$ cat src/hdl/pbk_ram.sv
// Generic single-write, single-read RAM with registered read data.
// No dependencies.
module pbk_ram #(
	parameter int WIDTH = 8,
	parameter int DEPTH = 64
) (
	input  logic                     clk,
	input  logic                     we,
	input  logic [$clog2(DEPTH)-1:0] waddr,
	input  logic [WIDTH-1:0]         wdata,
	input  logic [$clog2(DEPTH)-1:0] raddr,
	output logic [WIDTH-1:0]         rdata
);

	logic [WIDTH-1:0] mem [DEPTH];

	always_ff @(posedge clk) begin
		if (we) mem[waddr] <= wdata;
		rdata <= mem[raddr];
	end

endmodule

$ cat config.mk
export PLATFORM = sky130hd
export DESIGN_NAME = pbk_ram
export DESIGN_NICKNAME = d
export VERILOG_FILES = /design/src/hdl/pbk_ram.sv
export SDC_FILE = /design/constraint.sdc
export NUM_CORES = 1
export LEC_CHECK = 0
export ABC_AREA = 1
export BUFFER_PORTS_ARGS = -buffer_cell sky130_fd_sc_hd__buf_4
export CAP_MARGIN = 20
export CORE_ASPECT_RATIO = 0.7
export CORE_MARGIN = 8
export CORE_UTILIZATION = 57
export CTS_CLUSTER_DIAMETER = 150
export DETAILED_ROUTE_END_ITERATION = 8
export PLACE_DENSITY = 0.8
export RECOVER_POWER = 100
export SLEW_MARGIN = 20
export SYNTH_ARGS = -nofsm -noshare
export SYNTH_HDL_FRONTEND = slang
export SYNTH_SLANG_ARGS = --single-unit
$ cat constraint.sdc
create_clock -name clk -period 2 [get_ports clk]
set_input_delay 0.4 -clock clk [delete_from_list [all_inputs] [get_ports clk]]
set_output_delay 0.4 -clock clk [all_outputs]
set_load 0.01 [all_outputs]
* Word level (Yosys, flattened, before mapping)
Memories as Yosys holds them, arrays and structs flattened. A register that Yosys moved wholly into a read port is not among the register bits. Cells that the tools add are included.
Storage, ports and cells: register bits after elaboration 0, memory bits (writable) 512, input port bits 22, word-level logic and storage cells 3, memories kept 1
Memories:
- mem | words 64, width 8, read ports 1, clocked after memory_dff 1, wr ports 1, line 15 | logic [WIDTH-1:0] mem [DEPTH];
Operators by class: muxes and demuxes 2
Operators by type and width (number):
- $mux 1 | 2

* Longest topological paths before layout
depth after elaboration 2, gate-level depth with buffers 12, depth with buffers taken out 9

* Worst setup path before layout
OpenSTA, ideal clock, no wires.
path kind input -> register, start point input port we, end point memory mem[48][0] (enable), library setup time 0.395 ns, data arrival time 1.771 ns, required time 1.605 ns, slack -0.166 ns, cell stages on the path 3, path through clkbuf_1 > nand4_1 > nor4_1
On the way: cells in the longest elaborated chain, start to end 2
Ends and longest elaborated chain:
- start, declared | line 8 | input logic we,
- $mux 1 | line 18 | if (we) mem[waddr] <= wdata;
- $mux 1 (not written as such) | line 18
- end, declared | line 15
No other way between the ends.

* Worst setup path after layout
start point input port waddr[0], end point memory mem[62][6] (enable)
RTL lines:
- start, declared | line 9 | input logic [$clog2(DEPTH)-1:0] waddr,
Straight into the memory's write port.

==> results.yml <==
grt:
  overflow: 0
  grt_max_degree: 92
  grt_pass1_wl_mm: 84.6
  track_usage_pct: 25.4
  grt_pass1_vias: 14200
  antenna_found_initial: 1
synth:
  synthAdderAreaFrac_pct: 0
  synth_top_area_share_pct: 72.0
  netlist_instances: 1805
  synth_top_family_by_area: "simple AND/OR/NAND/NOR gates"
  netlist_area_um2: 21300
  synth.ff_latch_count: 520
  yosys-top-cells-count: "nand2_1, edfxtp_1, nand3_1"
  synth.avg_cell_area_um2: 11.8
  synthSimpleGateAreaFrac_pct: 23.2
  synth_most_common_cell: "nand2_1"
  synth-xor-area-share_pct: 0
  synthTopCellsByArea: "edfxtp_1, nand2_1, nand3_1, buf_6, nor2_1"
  yosysWarningCount: 0
  synth_cell_types: 16
  synth_edf_count: 512
  synth_compound_area_share_pct: 0
  async_flop_share_pct: 0
  synth_top_cell_by_area: "edfxtp_1"
  synth_flop_cell: "edfxtp_1"
  synth_nets: 1827
  ys_seq_area_share_pct: 72.8
  muxShareOfSynthArea_pct: 0
final_layout:
  drive_gt1_share_pct: 7.54
  fin_util_pct: 64.2
  final_cells: 2426
  area_delta_synth_final_pct: 11.5
  n_fill_cell: 2692
  fin_area_um2: 23800
  layout.nets: 1923
sta:
  setup_ws_ps: 192
  relSlewSlack_pct: -12.1
  finalSetupTns_ps: 0
  finalMaxSlewViolations: 105
  rsz0062_at_grt: "no"
  worst_pin_slew_ps: 1680
  min_period_ps: 1810
  finalHoldViolations: 0
  fmax_mhz: 553
  worst_hold_slack_ps: 178
  post-route-period-util_pct: 90.4
  fin_worst_skew_ps: 16.7
  setup_viol: 0
floorplan:
  initial_core_util_pct: 57.6
  die_area_um2: 44000
  coreArea_um2: 37100
  design.portCount: 30
  dieHeight_um: 178
  die_w_um: 247
  num_rows: 59
clocking:
  cts_tree: "done"
  clock_path_buffers: 3
  htree_num_levels: 2
  clock-root-buffer: "clkbuf_16"
  cts.sinks: 520
  cts_resized: 0
  cts_setup_buffers: 0
  path_clk_slew_ps: 60
  cts_hold_buf: 0
  cts_buffers: 46
  clk_latency_ps: 570
drt:
  num_vias: 14800
  wl_met1_mm: 21.9
  wl_met3_mm: 7.90
  detail-route-antenna-nets: 0
  drt-wirelength-per-cell_um: 22.9
  drc: 0
  wl_mm: 55.5
  highest-signal-layer: "met4"
  firstDrtPassIters: 6
  wl_met2_mm: 24.3
  via_per_inst: 6.11
  drt-initial-drc-count: 2398
placement:
  dp_slack_ps: -46.0
  gp_congestion: 0.972
  dpl.cell_count: 2341
  io_buffers: 29
  placed_area_um2: 22700
  dp_hpwl_mm: 34.5
min_path:
  hold_path.class: "primary input to flop"
setup_path:
  crit_path_frequent_cell: "clkbuf_1"
  worstSetupStartpointType: "primary input"
  arrival_ps: 2050
  crit_type: "primary input to flop"
  cp_top_family: "buffers and inverters"
  worstPathBufferInverterCount: 4
  cp-end-kind: "flop"
  critPathSlowestCell: "clkbuf_1"
  slowest_delay_ps: 600
  cp_cell_sequence: "clkbuf_1, inv_1, nand4_1, clkbuf_1, nor2_1, clkbuf_1"
  path_max_fanout: 9
  timing.critical_path.required_ps: 2250
run:
  drv_cap: 4
run_status:
  violations: "max-capacitance violations, max-slew violations"
  run_status: "finished with violations"
power_and_ir_drop:
  irDropWorstVdd_mv: 0.778
  p_total_mw: 22.4
  power_leakage_nw: 8.56
  power.density_nw_per_um2: 943
routing by layer:
layer / vias up / GRT usage [%]
met5: - / 0
met4: 0 / 6.57
met3: 121 / 6.92
met2: 1099 / 37.9
met1: 7054 / 36.9
li1: 6542 / -
tightest hold or removal path: stages:
cell and delay, ps:
buf_4 160, nand3_1 90, nand2_1 50
sequential cells by signal, summed over array words and instances (netlist names):
name,flops
rdata,8
mem,512
cells in the final DEF, fill, tap and decap left out, drive strengths merged:
| cell type | Yosys | layout |
|---|---|---|
| nand2 | 648 | 648 |
| edfxtp | 512 | 512 |
| nand3 | 439 | 439 |
| clkbuf | 15 | 144 |
| buf | 98 | 72 |
| nor2 | 56 | 56 |
| clkinv | 0 | 22 |
| inv | 12 | 12 |
| nand4 | 9 | 9 |
| nor4 | 8 | 8 |
| dfxtp | 8 | 8 |
| bufinv | 0 | 5 |
| diode | 0 | 2 |
| clkinvlp | 0 | 1 |
report_power, final:
part | internal [mW] | switching, mW
registers | 12.1 | 0.0369
clock network | 4.94 | 3.84
logic | 0.414 | 1.15
total | 17.4 | 5.02
cells by family after synthesis:
kind of cell / after synthesis
buf+inv: 125
simple gates: 1160
flops: 520
worst paths after layout:
| kind | startpoint | to | slack [ps] | depth (start not counted) |
|---|---|---|---|---|
| worst min register to register | mem[53][2] | rdata[2] | 830 | 8 |
| worst min-delay path | raddr[5] | rdata[2] | 180 | 3 |
| worst max-delay path | waddr[0] | mem[62][6] | 190 | 6 |
| worst max register to register | mem[15][4] | rdata[4] | 620 | 8 |
layout make-up:
class                   instances  area (um^2)  area share, %
diodes                          2         5.00         0.0210
clock buffers                  55         1210           5.07
clock inverters                28          260           1.09
inverters                      12         51.3          0.216
multi-input cells            1160         4950           20.8
flip-flops and latches        520        15500           65.3
well taps                     488          611           2.57
repair buffers                161         1180           4.96
(Power assumes the default switching activity.)
