$ cat src/hdl/pbk_pkg.sv
// Shared types, constants and block builders for the PBKDF2-HMAC-SHA1 key deriver.
// No dependencies; every other file in hdl/ but pbk_ram imports this package.
package pbk_pkg;

	localparam int ITERATIONS     = 4096;
	localparam int MAX_PW_BYTES   = 64;
	localparam int MAX_SALT_BYTES = 32;
	localparam int KEY_BYTES      = 64;
	localparam int PW_AW          = $clog2(MAX_PW_BYTES);
	localparam int CNT_W          = $clog2(MAX_PW_BYTES + 1);
	localparam int KEY_CNT_W      = $clog2(KEY_BYTES + 1);
	localparam int ITER_W         = $clog2(ITERATIONS + 1);
	localparam int SLEN_W         = 6;
	localparam int PADDR_W        = 6;

	localparam logic [2:0] REG_SALT0 = 3'd0;
	localparam logic [2:0] REG_SALT1 = 3'd1;
	localparam logic [2:0] REG_SALT2 = 3'd2;
	localparam logic [2:0] REG_SALT3 = 3'd3;
	localparam logic [2:0] REG_SLEN  = 3'd4;

	localparam logic [159:0] SHA1_IV = {32'h67452301, 32'hEFCDAB89, 32'h98BADCFE,
		32'h10325476, 32'hC3D2E1F0};
	localparam logic [7:0] IPAD = 8'h36;
	localparam logic [7:0] OPAD = 8'h5C;

	typedef struct packed {
		logic [7:0] password_byte;
		logic       final_byte;
	} pw_item_t;

	typedef struct packed {
		logic [63:0] key_word;
		logic [1:0]  word_index;
		logic        last_word;
		logic        too_long;
	} key_item_t;

	typedef struct packed {
		logic [CNT_W-1:0] n;
		logic             too_long;
	} job_t;

	typedef enum logic [2:0] {
		ST_IDLE, ST_LOAD, ST_PAD, ST_SIN, ST_SOUT, ST_IIN, ST_IOUT, ST_EMIT
	} bk_state_t;

	// Final HMAC block over salt || INT(blkno), after the 64-byte pad block.
	function automatic logic [511:0] salt_block(input logic [255:0] salt,
		input logic [SLEN_W-1:0] slen, input logic [7:0] blkno);
		logic [511:0] b;
		logic [11:0]  bits;
		int j;
		b = '0;
		for (j = 0; j < MAX_SALT_BYTES; j++) begin
			if (SLEN_W'(j) < slen) b[511-8*j -: 8] = salt[255-8*j -: 8];
		end
		for (j = 0; j < 56; j++) begin
			if (7'(j) == {1'b0, slen} + 7'd3) b[511-8*j -: 8] = blkno;
			else if (7'(j) == {1'b0, slen} + 7'd4) b[511-8*j -: 8] = 8'h80;
		end
		bits = ({6'd0, slen} + 12'd68) << 3;
		b[63:0] = 64'(bits);
		return b;
	endfunction

	// Final HMAC block over a 20-byte digest.
	function automatic logic [511:0] digest_block(input logic [159:0] d);
		return {d, 8'h80, 280'd0, 64'd672};
	endfunction

endpackage

$ cat src/hdl/pbk_front.sv
// Front end: takes password bytes into the password RAM and queues one derivation job.
// Depends on pbk_pkg.
module pbk_front import pbk_pkg::*; (
	input  logic             clk,
	input  logic             arst_n,
	input  logic             pw_valid,
	input  pw_item_t         pw_item,
	output logic             pw_stall,
	output logic             ram_we,
	output logic [PW_AW-1:0] ram_waddr,
	output logic [7:0]       ram_wdata,
	output logic             job_valid,
	output job_t             job,
	input  logic             job_pop
);

	logic [CNT_W-1:0] cnt_q, cnt_nx;
	logic             ovf_q, ovf_nx;
	logic             jv_q;
	job_t             job_q;
	logic             acc, room;

	// Hold all bytes while a job waits: the back end still has to copy the RAM.
	assign pw_stall  = jv_q;
	assign acc       = pw_valid && !jv_q;
	assign room      = cnt_q < CNT_W'(MAX_PW_BYTES);
	assign cnt_nx    = room ? cnt_q + 1'b1 : cnt_q;
	assign ovf_nx    = ovf_q || !room;
	assign ram_we    = acc && room;
	assign ram_waddr = PW_AW'(cnt_q);
	assign ram_wdata = pw_item.password_byte;
	assign job_valid = jv_q;
	assign job       = job_q;

	always_ff @(posedge clk or negedge arst_n) begin
		if (!arst_n) begin
			cnt_q <= '0;
			ovf_q <= 1'b0;
			jv_q  <= 1'b0;
		end else begin
			if (job_pop) jv_q <= 1'b0;
			if (acc) begin
				if (pw_item.final_byte) begin
					cnt_q <= '0;
					ovf_q <= 1'b0;
					jv_q  <= 1'b1;
				end else begin
					cnt_q <= cnt_nx;
					ovf_q <= ovf_nx;
				end
			end
		end
	end

	always_ff @(posedge clk) begin
		if (acc && pw_item.final_byte) begin
			job_q.n        <= cnt_nx;
			job_q.too_long <= ovf_nx;
		end
	end

endmodule

$ cat config.mk
export PLATFORM = sky130hd
export DESIGN_NAME = pbk_front
export DESIGN_NICKNAME = d
export VERILOG_FILES = /design/src/hdl/pbk_pkg.sv /design/src/hdl/pbk_front.sv
export SDC_FILE = /design/constraint.sdc
export NUM_CORES = 1
export LEC_CHECK = 0
export BUFFER_PORTS_ARGS = -buffer_cell sky130_fd_sc_hd__clkbuf_2
export CAP_MARGIN = 20
export CELL_PAD_IN_SITES_DETAIL_PLACEMENT = 1
export CELL_PAD_IN_SITES_GLOBAL_PLACEMENT = 2
export CORE_MARGIN = 2
export CORE_UTILIZATION = 28
export DETAILED_ROUTE_END_ITERATION = 10
export PLACE_DENSITY_LB_ADDON = 0.25
export SLEW_MARGIN = 20
export SYNTH_ARGS = -nofsm -noshare
export SYNTH_HDL_FRONTEND = slang
export SYNTH_SLANG_ARGS = --single-unit
$ cat constraint.sdc
create_clock -name clk -period 1.73 [get_ports clk]
set_input_delay 0.346 -clock clk [delete_from_list [all_inputs] [get_ports clk]]
set_output_delay 0.346 -clock clk [all_outputs]
set_load 0.02 [all_outputs]
Yosys cells after proc, flatten, opt, wreduce, memory -nomap -nowiden
Cells that the tools add are included.
{"block": "op_classes", "muxes": 6, "div_mod_pow": 0, "n_bitwise": 0, "n_mul": 0, "addsub": 1, "reduce_logical": 6, "eq_ne": 0, "shifts": 0, "magnitude_cmp": 1}
{"op": "7-bit 2-to-1 mux", "n": 2}
{"op": "7-bit by 1-bit adder with 7-bit output, second input constant", "n": 1}
{"op": "7-bit less-than comparator, second input constant", "n": 1}
{"op": "1-bit 2-to-1 mux", "n": 4}
{"op": "1-bit logical AND", "n": 3}
{"op": "1-bit logical NOT", "n": 2}
{"op": "1-bit logical OR", "n": 1}
{"block": "word_totals", "mem_bits_ro": 0, "wordCells": 19, "in_bits": 13, "n_memories": 0, "latchBits": 0, "ff_bits": 17, "out_inout_bits": 25, "ramBits": 0}

Longest topological paths before layout
Gate-level depths: netlist of the first run.
{"block": "depth", "depth_word": 4, "depth_mapped": 4, "depth_no_buf": 4}

Least setup slack after synthesis of the first run
No wires, ideal clock.
{"block": "synth_path", "path_kind": "register to output", "startpoint": "register jv_q (netlist: job_valid)", "endpoint": "output ram_we", "t_required_ns": 1.384, "path_slack_ns": 0.279, "t_arrival_ns": 1.105, "path_buffers": 1, "stages_incl_launch_ff": 4, "path_cell_list": "dfrtp_1 -> nand2b_1 -> buf_2 -> nor2_1"}
{"block": "synth_via", "elab_chain_len": 3}
{"item": "start, declared", "line_no": "pbk_front.sv:19", "text": "logic jv_q;"}
{"item": "start signal, assigned", "line_no": "pbk_front.sv:39", "text": "jv_q <= 1'b0;"}
{"item": "start signal, assigned", "line_no": "pbk_front.sv:41", "text": "if (job_pop) jv_q <= 1'b0;"}
{"item": "start signal, assigned", "line_no": "pbk_front.sv:46", "text": "jv_q <= 1'b1;"}
{"item": "1-bit logical NOT", "line_no": "pbk_front.sv:25", "text": "assign acc = pw_valid && !jv_q;"}
{"item": "1-bit logical AND", "line_no": "pbk_front.sv:25"}
{"item": "1-bit logical AND", "line_no": "pbk_front.sv:29", "text": "assign ram_we = acc && room;"}
{"item": "end, declared", "line_no": "pbk_front.sv:9", "text": "output logic ram_we,"}
Every way passes these cells.

Worst setup path after layout of the first run
Ends and elaborated chain as after synthesis.

==> results.md, run 1 <==
* Residual DRC at 0
* Status: finished, final reports clean
* Num rows at 20
* Hold path depth at 2
* Yosys warnings at 0
* Sw Ratio at between 30% and 40%
* Die area at approximately 0.0036 mm2
* IO Pins at 38
* Worst-Margin Slew at roughly 0.35 ns
* Count of state elements after synthesis at 17
* Synth top cells by count: 15 x buf_4, 9 x dfrtp_1, 8 x edfxtp_1
* Max Clock Freq at between 600 and 700 MHz
* Setup total negative slack at 0 ns
* Total of max-cap violations at 0
* Clock sinks at 17
* Area leader, netlist: edfxtp_1
* Gp weighted congestion at between 0.7 and 0.8
* Int Pwr at between 0.6 and 0.7 mW
* Setup Skew at ~0.0085 ns
* Final hold violations at 0
* Pin count of the biggest net entering global routing at 11
* Diodes inserted at 0
* Share of the yosys chip area belonging to registers at 52.54%
* Final Net Count at 98
* R2r endpoint: cnt_q[5]
* Period utilization at about nine tenths
* Detailed Place HPWL at 1.229 mm
* Vias in the first global route at 559
* Die Y at ~60 um
* Most numerous cell in the Yosys netlist: buf_4
* Synthesized area at a little under 900 um2
* HP Class: in -> reg
* Top FF cell, synth: dfrtp_1
* Slew HR at between 70% and 80%
* CTS tree: built
* Place WS at 0.2843 ns
* RSZ-0062 raised after global routing: false
* Worst Reg2Reg Path Length in Cells at 3
* Sw Pwr at between 0.3 and 0.4 mW
* WP data required at 1.38 ns
* Worst Path Arrival at roughly 1.2 ns
* Static Leak at 0.4588 nW
* IO Port Bufs at 21
* Vias per cell at about 4.4
* CP endpoint kind: output port
* Critical R2R Launch: cnt_q[6]
* Inst Count DP at 122
* Final instance area at roughly 970 um2
* WL final at between 1.5 and 2 mm
* Worst setup SP type: register
* Critical Path Fanout Max at 8
* Die width at around 60 um
* Final Core Density at about a third
* ANT nets after route at 0
* H-tree levels at 1
* Pwr Total at 1.010 mW
* Iter 0 DRT Violations at 8
* Post-synth EDFFs at 8
* Clock Latency Late Sink at 0.29 ns
* Comb power frac at about a quarter
* Final worst setup slack at ~0.2 ns
* Clock power frac at about a fifth
* Fin. max-slew vios at 0
* Core ar. at ~0.003 mm2
* Average wire per standard cell at ~13 um
* Global-route wire length before repair at roughly 2.8 mm
* Hold Slack at 0.2407 ns
* Gr ovfl total at 0
* Syn Nets at slightly below 90
* Area Overhead vs Synth at 9.463%
* Yosys cell types at 29
* Worst-path clk slew at 0.10 ns
* Root Driver: clkbuf_4
* Worst Hold End: job_valid
* Initial Util at between 20 and 30%
* Total Routing Usage GR at 10.66%
* Setup Viol. Count Final at 0
* Clock tree buffer depth at 2
* R2R Setup Slk at 0.27 ns
* Synthesized instance count at 73
* Post-synthesis async set-or-reset flop share at a little over half
* First-pass iteration count of the detailed router at 2
* Power density over cell area at around 1000 mW/mm2
* Yosys top cell area share at a little over a quarter
* Syn_area_per_cell at 12.13 um2
* Hold_sp: job_pop
* Placed inst area at 924.6 um2
* Reg power frac at 54.0%
* Total number of vias at between 500 and 600
* Initial antenna violation count at 0
* Ranking of synthesized cells by area: edfxtp_1 27%, dfrtp_1 25%, buf_4 13%
* Post-route minimum period at 1.530 ns
* Share of layout cells above drive strength 1 at 36.14%
* Cts bufs inserted at 3
* Worst IR Drop VDD at 194.7 uV
* Crit path kind: reg -> out
* Post-Layout Cell Count at roughly 130
[sequential cells by signal (all words and copies together), names as in the netlist]
name and flops:
job_valid 1, cnt_q 7, job 8, ovf_q 1
[logic make-up after synthesis]
logic type | Yosys count | share of synthesized area (%)
adder cells (fa/ha/maj) | 1 | 1.412
AND/OR/NAND/NOR | 20 | 14.83
XOR/XNOR | 5 | 4.943
multiplexers | 1 | 1.271
flip-flops | 17 | 52.54
buffers and inverters | 19 | 15.40
AO/OA/AOI/OAI | 10 | 9.605
[worst max-delay path, stage by stage, from the launching register on]
cell      delay, ns
dfrtp_1        0.43
nand2b_4       0.20
nor2_1         0.10
clkbuf_2       0.17
[per-layer routing]
layer  track usage, %  wire length, um
met2            15.37              772
met5                0                0
met4            6.349               35
met1            14.44              741
met3            2.381               75
[power by group through the flow]
stage | logic [mW] | clock network [mW] | registers (mW)
3_3_place_gp | 0.248 | 0 | 0.555
3_5_place_dp | 0.249 | 0 | 0.557
2_1_floorplan | 0.222 | 0 | 0.561
5_1_grt | 0.279 | 0.252 | 0.557
4_1_cts | 0.251 | 0.222 | 0.548
6_report | 0.250 | 0.215 | 0.545
[placed cells by master (no fill, tap or decap), types with 2 or more instances in the layout]
master,Yosys,final
a22o_1,3,3
nor2_1,4,4
nand2_1,2,2
nor4_1,2,2
inv_1,2,2
nor2b_1,3,3
a221o_1,2,2
dfrtp_1,9,9
edfxtp_1,8,8
xnor2_1,4,4
clkbuf_4,0,3
clkbuf_2,0,21
[how the worst max path moves through the flow]
| stage | to | slack, ns | startpoint |
|---|---|---|---|
| global route | ram_we | 0.09 | job_valid |
| detailed placement | cnt_q[5] | 0.28 | cnt_q[6] |
| finish | ram_we | 0.20 | job_valid |
| global placement | cnt_q[5] | 0.27 | cnt_q[6] |
| floorplan | ram_we | 0.28 | job_valid |
| CTS | ram_we | 0.01 | job_valid |
[cell type report]
| cell class | count | area, um2 |
|---|---|---|
| Clock buffer | 3 | 22.52 |
| Clock inverter | 1 | 5.005 |
| Fill cell | 337 | 2058 |
| Inverter | 2 | 7.507 |
| Multi-Input combinational cell | 37 | 291.5 |
| Sequential cell | 17 | 465.4 |
| Tap cell | 44 | 55.05 |
| Timing Repair Buffer | 23 | 122.6 |
[what timing repair did]
action	in CTS	in global routing
setup buffers	0	0
hold buffers	1	0
setup endpoints to repair	0	1
endpoints found under the hold margin	9	0
gates resized for setup	0	2
Power figures use the tool's default switching activity.
==> inputs of run 2 (changes only) <==
- CORE_UTILIZATION: 28 -> 30
- clock period: 1.73 -> 1.8 ns (I/O delays scaled with it)
==> run 2 against run 1 <==
Wire length increased by 2.9%. Hold slack got worse by 0.010 ns. First-iteration DRC count decreased by 13%. Largest cell class unchanged. Sequential share of layout area increased by 0.82 points. Via count increased by 2.9%. Final cell count decreased by 9.4%. Power decreased by 3.5%. Critical path type unchanged. Global-route usage about the same. Sequential power decreased by 4.0%.
==> results.md, run 2 (same netlist as run 1, synthesis figures left out) <==
* Clock Latency Late Sink at around 0.30 ns
* Cts bufs inserted at 3
* Crit path cell chain: nand2b_1, nor2_1, clkbuf_2
* H-tree levels at 1
* Period utilization at 90.63%
* RSZ-0062 raised after global routing: false
* Worst IR Drop VDD at 427.5 uV
* Commonest non-fill, non-tap cell in the layout: clkbuf_2
* R2R Setup Slk at about 0.37 ns
* Leading cell types in the layout, fill and taps excluded: 21 x clkbuf_2, 9 x dfrtp_1, 8 x edfxtp_1, 4 x nor2_1, 4 x xnor2_1
* Pin count of the biggest net entering global routing at 11
* ANT nets after route at 0
* Setup total negative slack at 0 ns
* Core ar. at between 0.002 and 0.003 mm2
* Clock tree buffer depth at 2
* Detailed Place HPWL at roughly 1.2 mm
* IO Pins at 38
* Largest register FFs at 8
* IO Port Bufs at 21
* Clock sinks at 17
* Residual DRC at 0
* Area Overhead vs Synth at 7.627%
* First-pass iteration count of the detailed router at 4
* Status: finished, final reports clean
* Power density over cell area at 1023 mW/mm2
* Initial Util at a little under a third
* Final Net Count at 99
* Global-route wire length before repair at about 2.6 mm
* Setup Viol. Count Final at 0
* Die width at about 58 um
* Static Leak at 0.4603 nW
* CP endpoint kind: output port
* Worst-Margin Slew at around 0.37 ns
* Total Routing Usage GR at roughly a tenth
* Iter 0 DRT Violations at 7
* Crit path largest cell delay at between 0.4 and 0.5 ns
* Worst Path Arrival at 1.27 ns
* Gr ovfl total at 0
* Post-route minimum period at between 1.5 and 2 ns
* Total number of vias at 570
* Total of max-cap violations at 0
* Die area at ~0.0034 mm2
* CP max stage cell: dfrtp_1
* Num rows at 19
* Gates resized, CTS repair at 0
* Initial antenna violation count at 0
* Vias in the first global route at 530
* Diodes inserted at 0
* Crit path kind: reg -> out
* Critical Path Fanout Max at 6
* Share of layout cells above drive strength 1 at a little over a third
* Vias per cell at 4.957
* WP data required at 1.44 ns
* Worst setup SP type: register
* Final hold violations at 0
* Fin. max-slew vios at 0
* HP Class: in -> reg
* WL final at 1.671 mm
* Slew HR at roughly 75%
* CTS tree: built
* Max Clock Freq at 613.0 MHz
* Setup Skew at 0.01242 ns
* Average wire per standard cell at 14.53 um
* Post-CTS Setup Bufs at 0
* Root Driver: clkbuf_4
* Pwr Total at between 0.9 and 1 mW
* Gp weighted congestion at approximately 0.70
* Die Y at a little under 60 um
* # hold bufs at CTS at 1
* Worst-path clk slew at approximately 0.1 ns
## run 2: where the power goes
| part | internal, mW | switching (mW) | leakage [nW] |
|---|---|---|---|
| Sequential | 0.462 | 0.0609 | 0.194 |
| Combinational | 0.0987 | 0.139 | 0.249 |
| Clock | 0.0826 | 0.132 | 0.0177 |
## run 2: layout make-up
cell class / count / area (um2)
timing repair buffer: 24 / 130.1
multi-input combinational: 37 / 284.0
clock buffer: 3 / 22.52
fill: 312 / 1828
clock inverter: 1 / 5.005
inverter: 2 / 7.507
sequential: 17 / 465.4
tap: 31 / 38.79
## run 2: final timing paths
kind,startpoint,endpoint,cells past startpoint
worst max-delay path,job_valid,ram_we,3
worst min-delay path,job_pop,job_valid,2
worst max register to register,cnt_q[2],cnt_q[5],3
worst min register to register,ovf_q,job[0],1
max in group asynchronous,arst_n,cnt_q[5],2
min in group asynchronous,arst_n,cnt_q[2],2
## run 2: per-layer routing
metal,global-route usage (%),up-vias,routed length (um)
met3,2.637,4,92
met5,0,-,0
li1,-,268,-
met2,16.21,15,770
met4,5.316,0,21
met1,14.11,283,787
## run 2: stage by stage
stage	worst slack, ns	hold WS (ns)	std cells	util [%]	cell area, um2
after global routing	0.06319	0.2153	115	34.28	953.4
after floorplan	0.3350	0.06441	73	-	885.9
after detailed placement	0.3990	0.2474	110	32.93	915.9
final	0.1687	0.2307	115	34.28	953.4
after CTS	0.1445	0.2267	115	34.28	953.4
after global placement	0.4096	0.2469	110	32.93	915.9
## run 2: critical path: cells and delay by family (launching register included)
| family | cells | cell delay, ns |
|---|---|---|
| AND/OR/NAND/NOR | 2 | 0.38 |
| flip-flops | 1 | 0.43 |
| buffers and inverters | 1 | 0.17 |
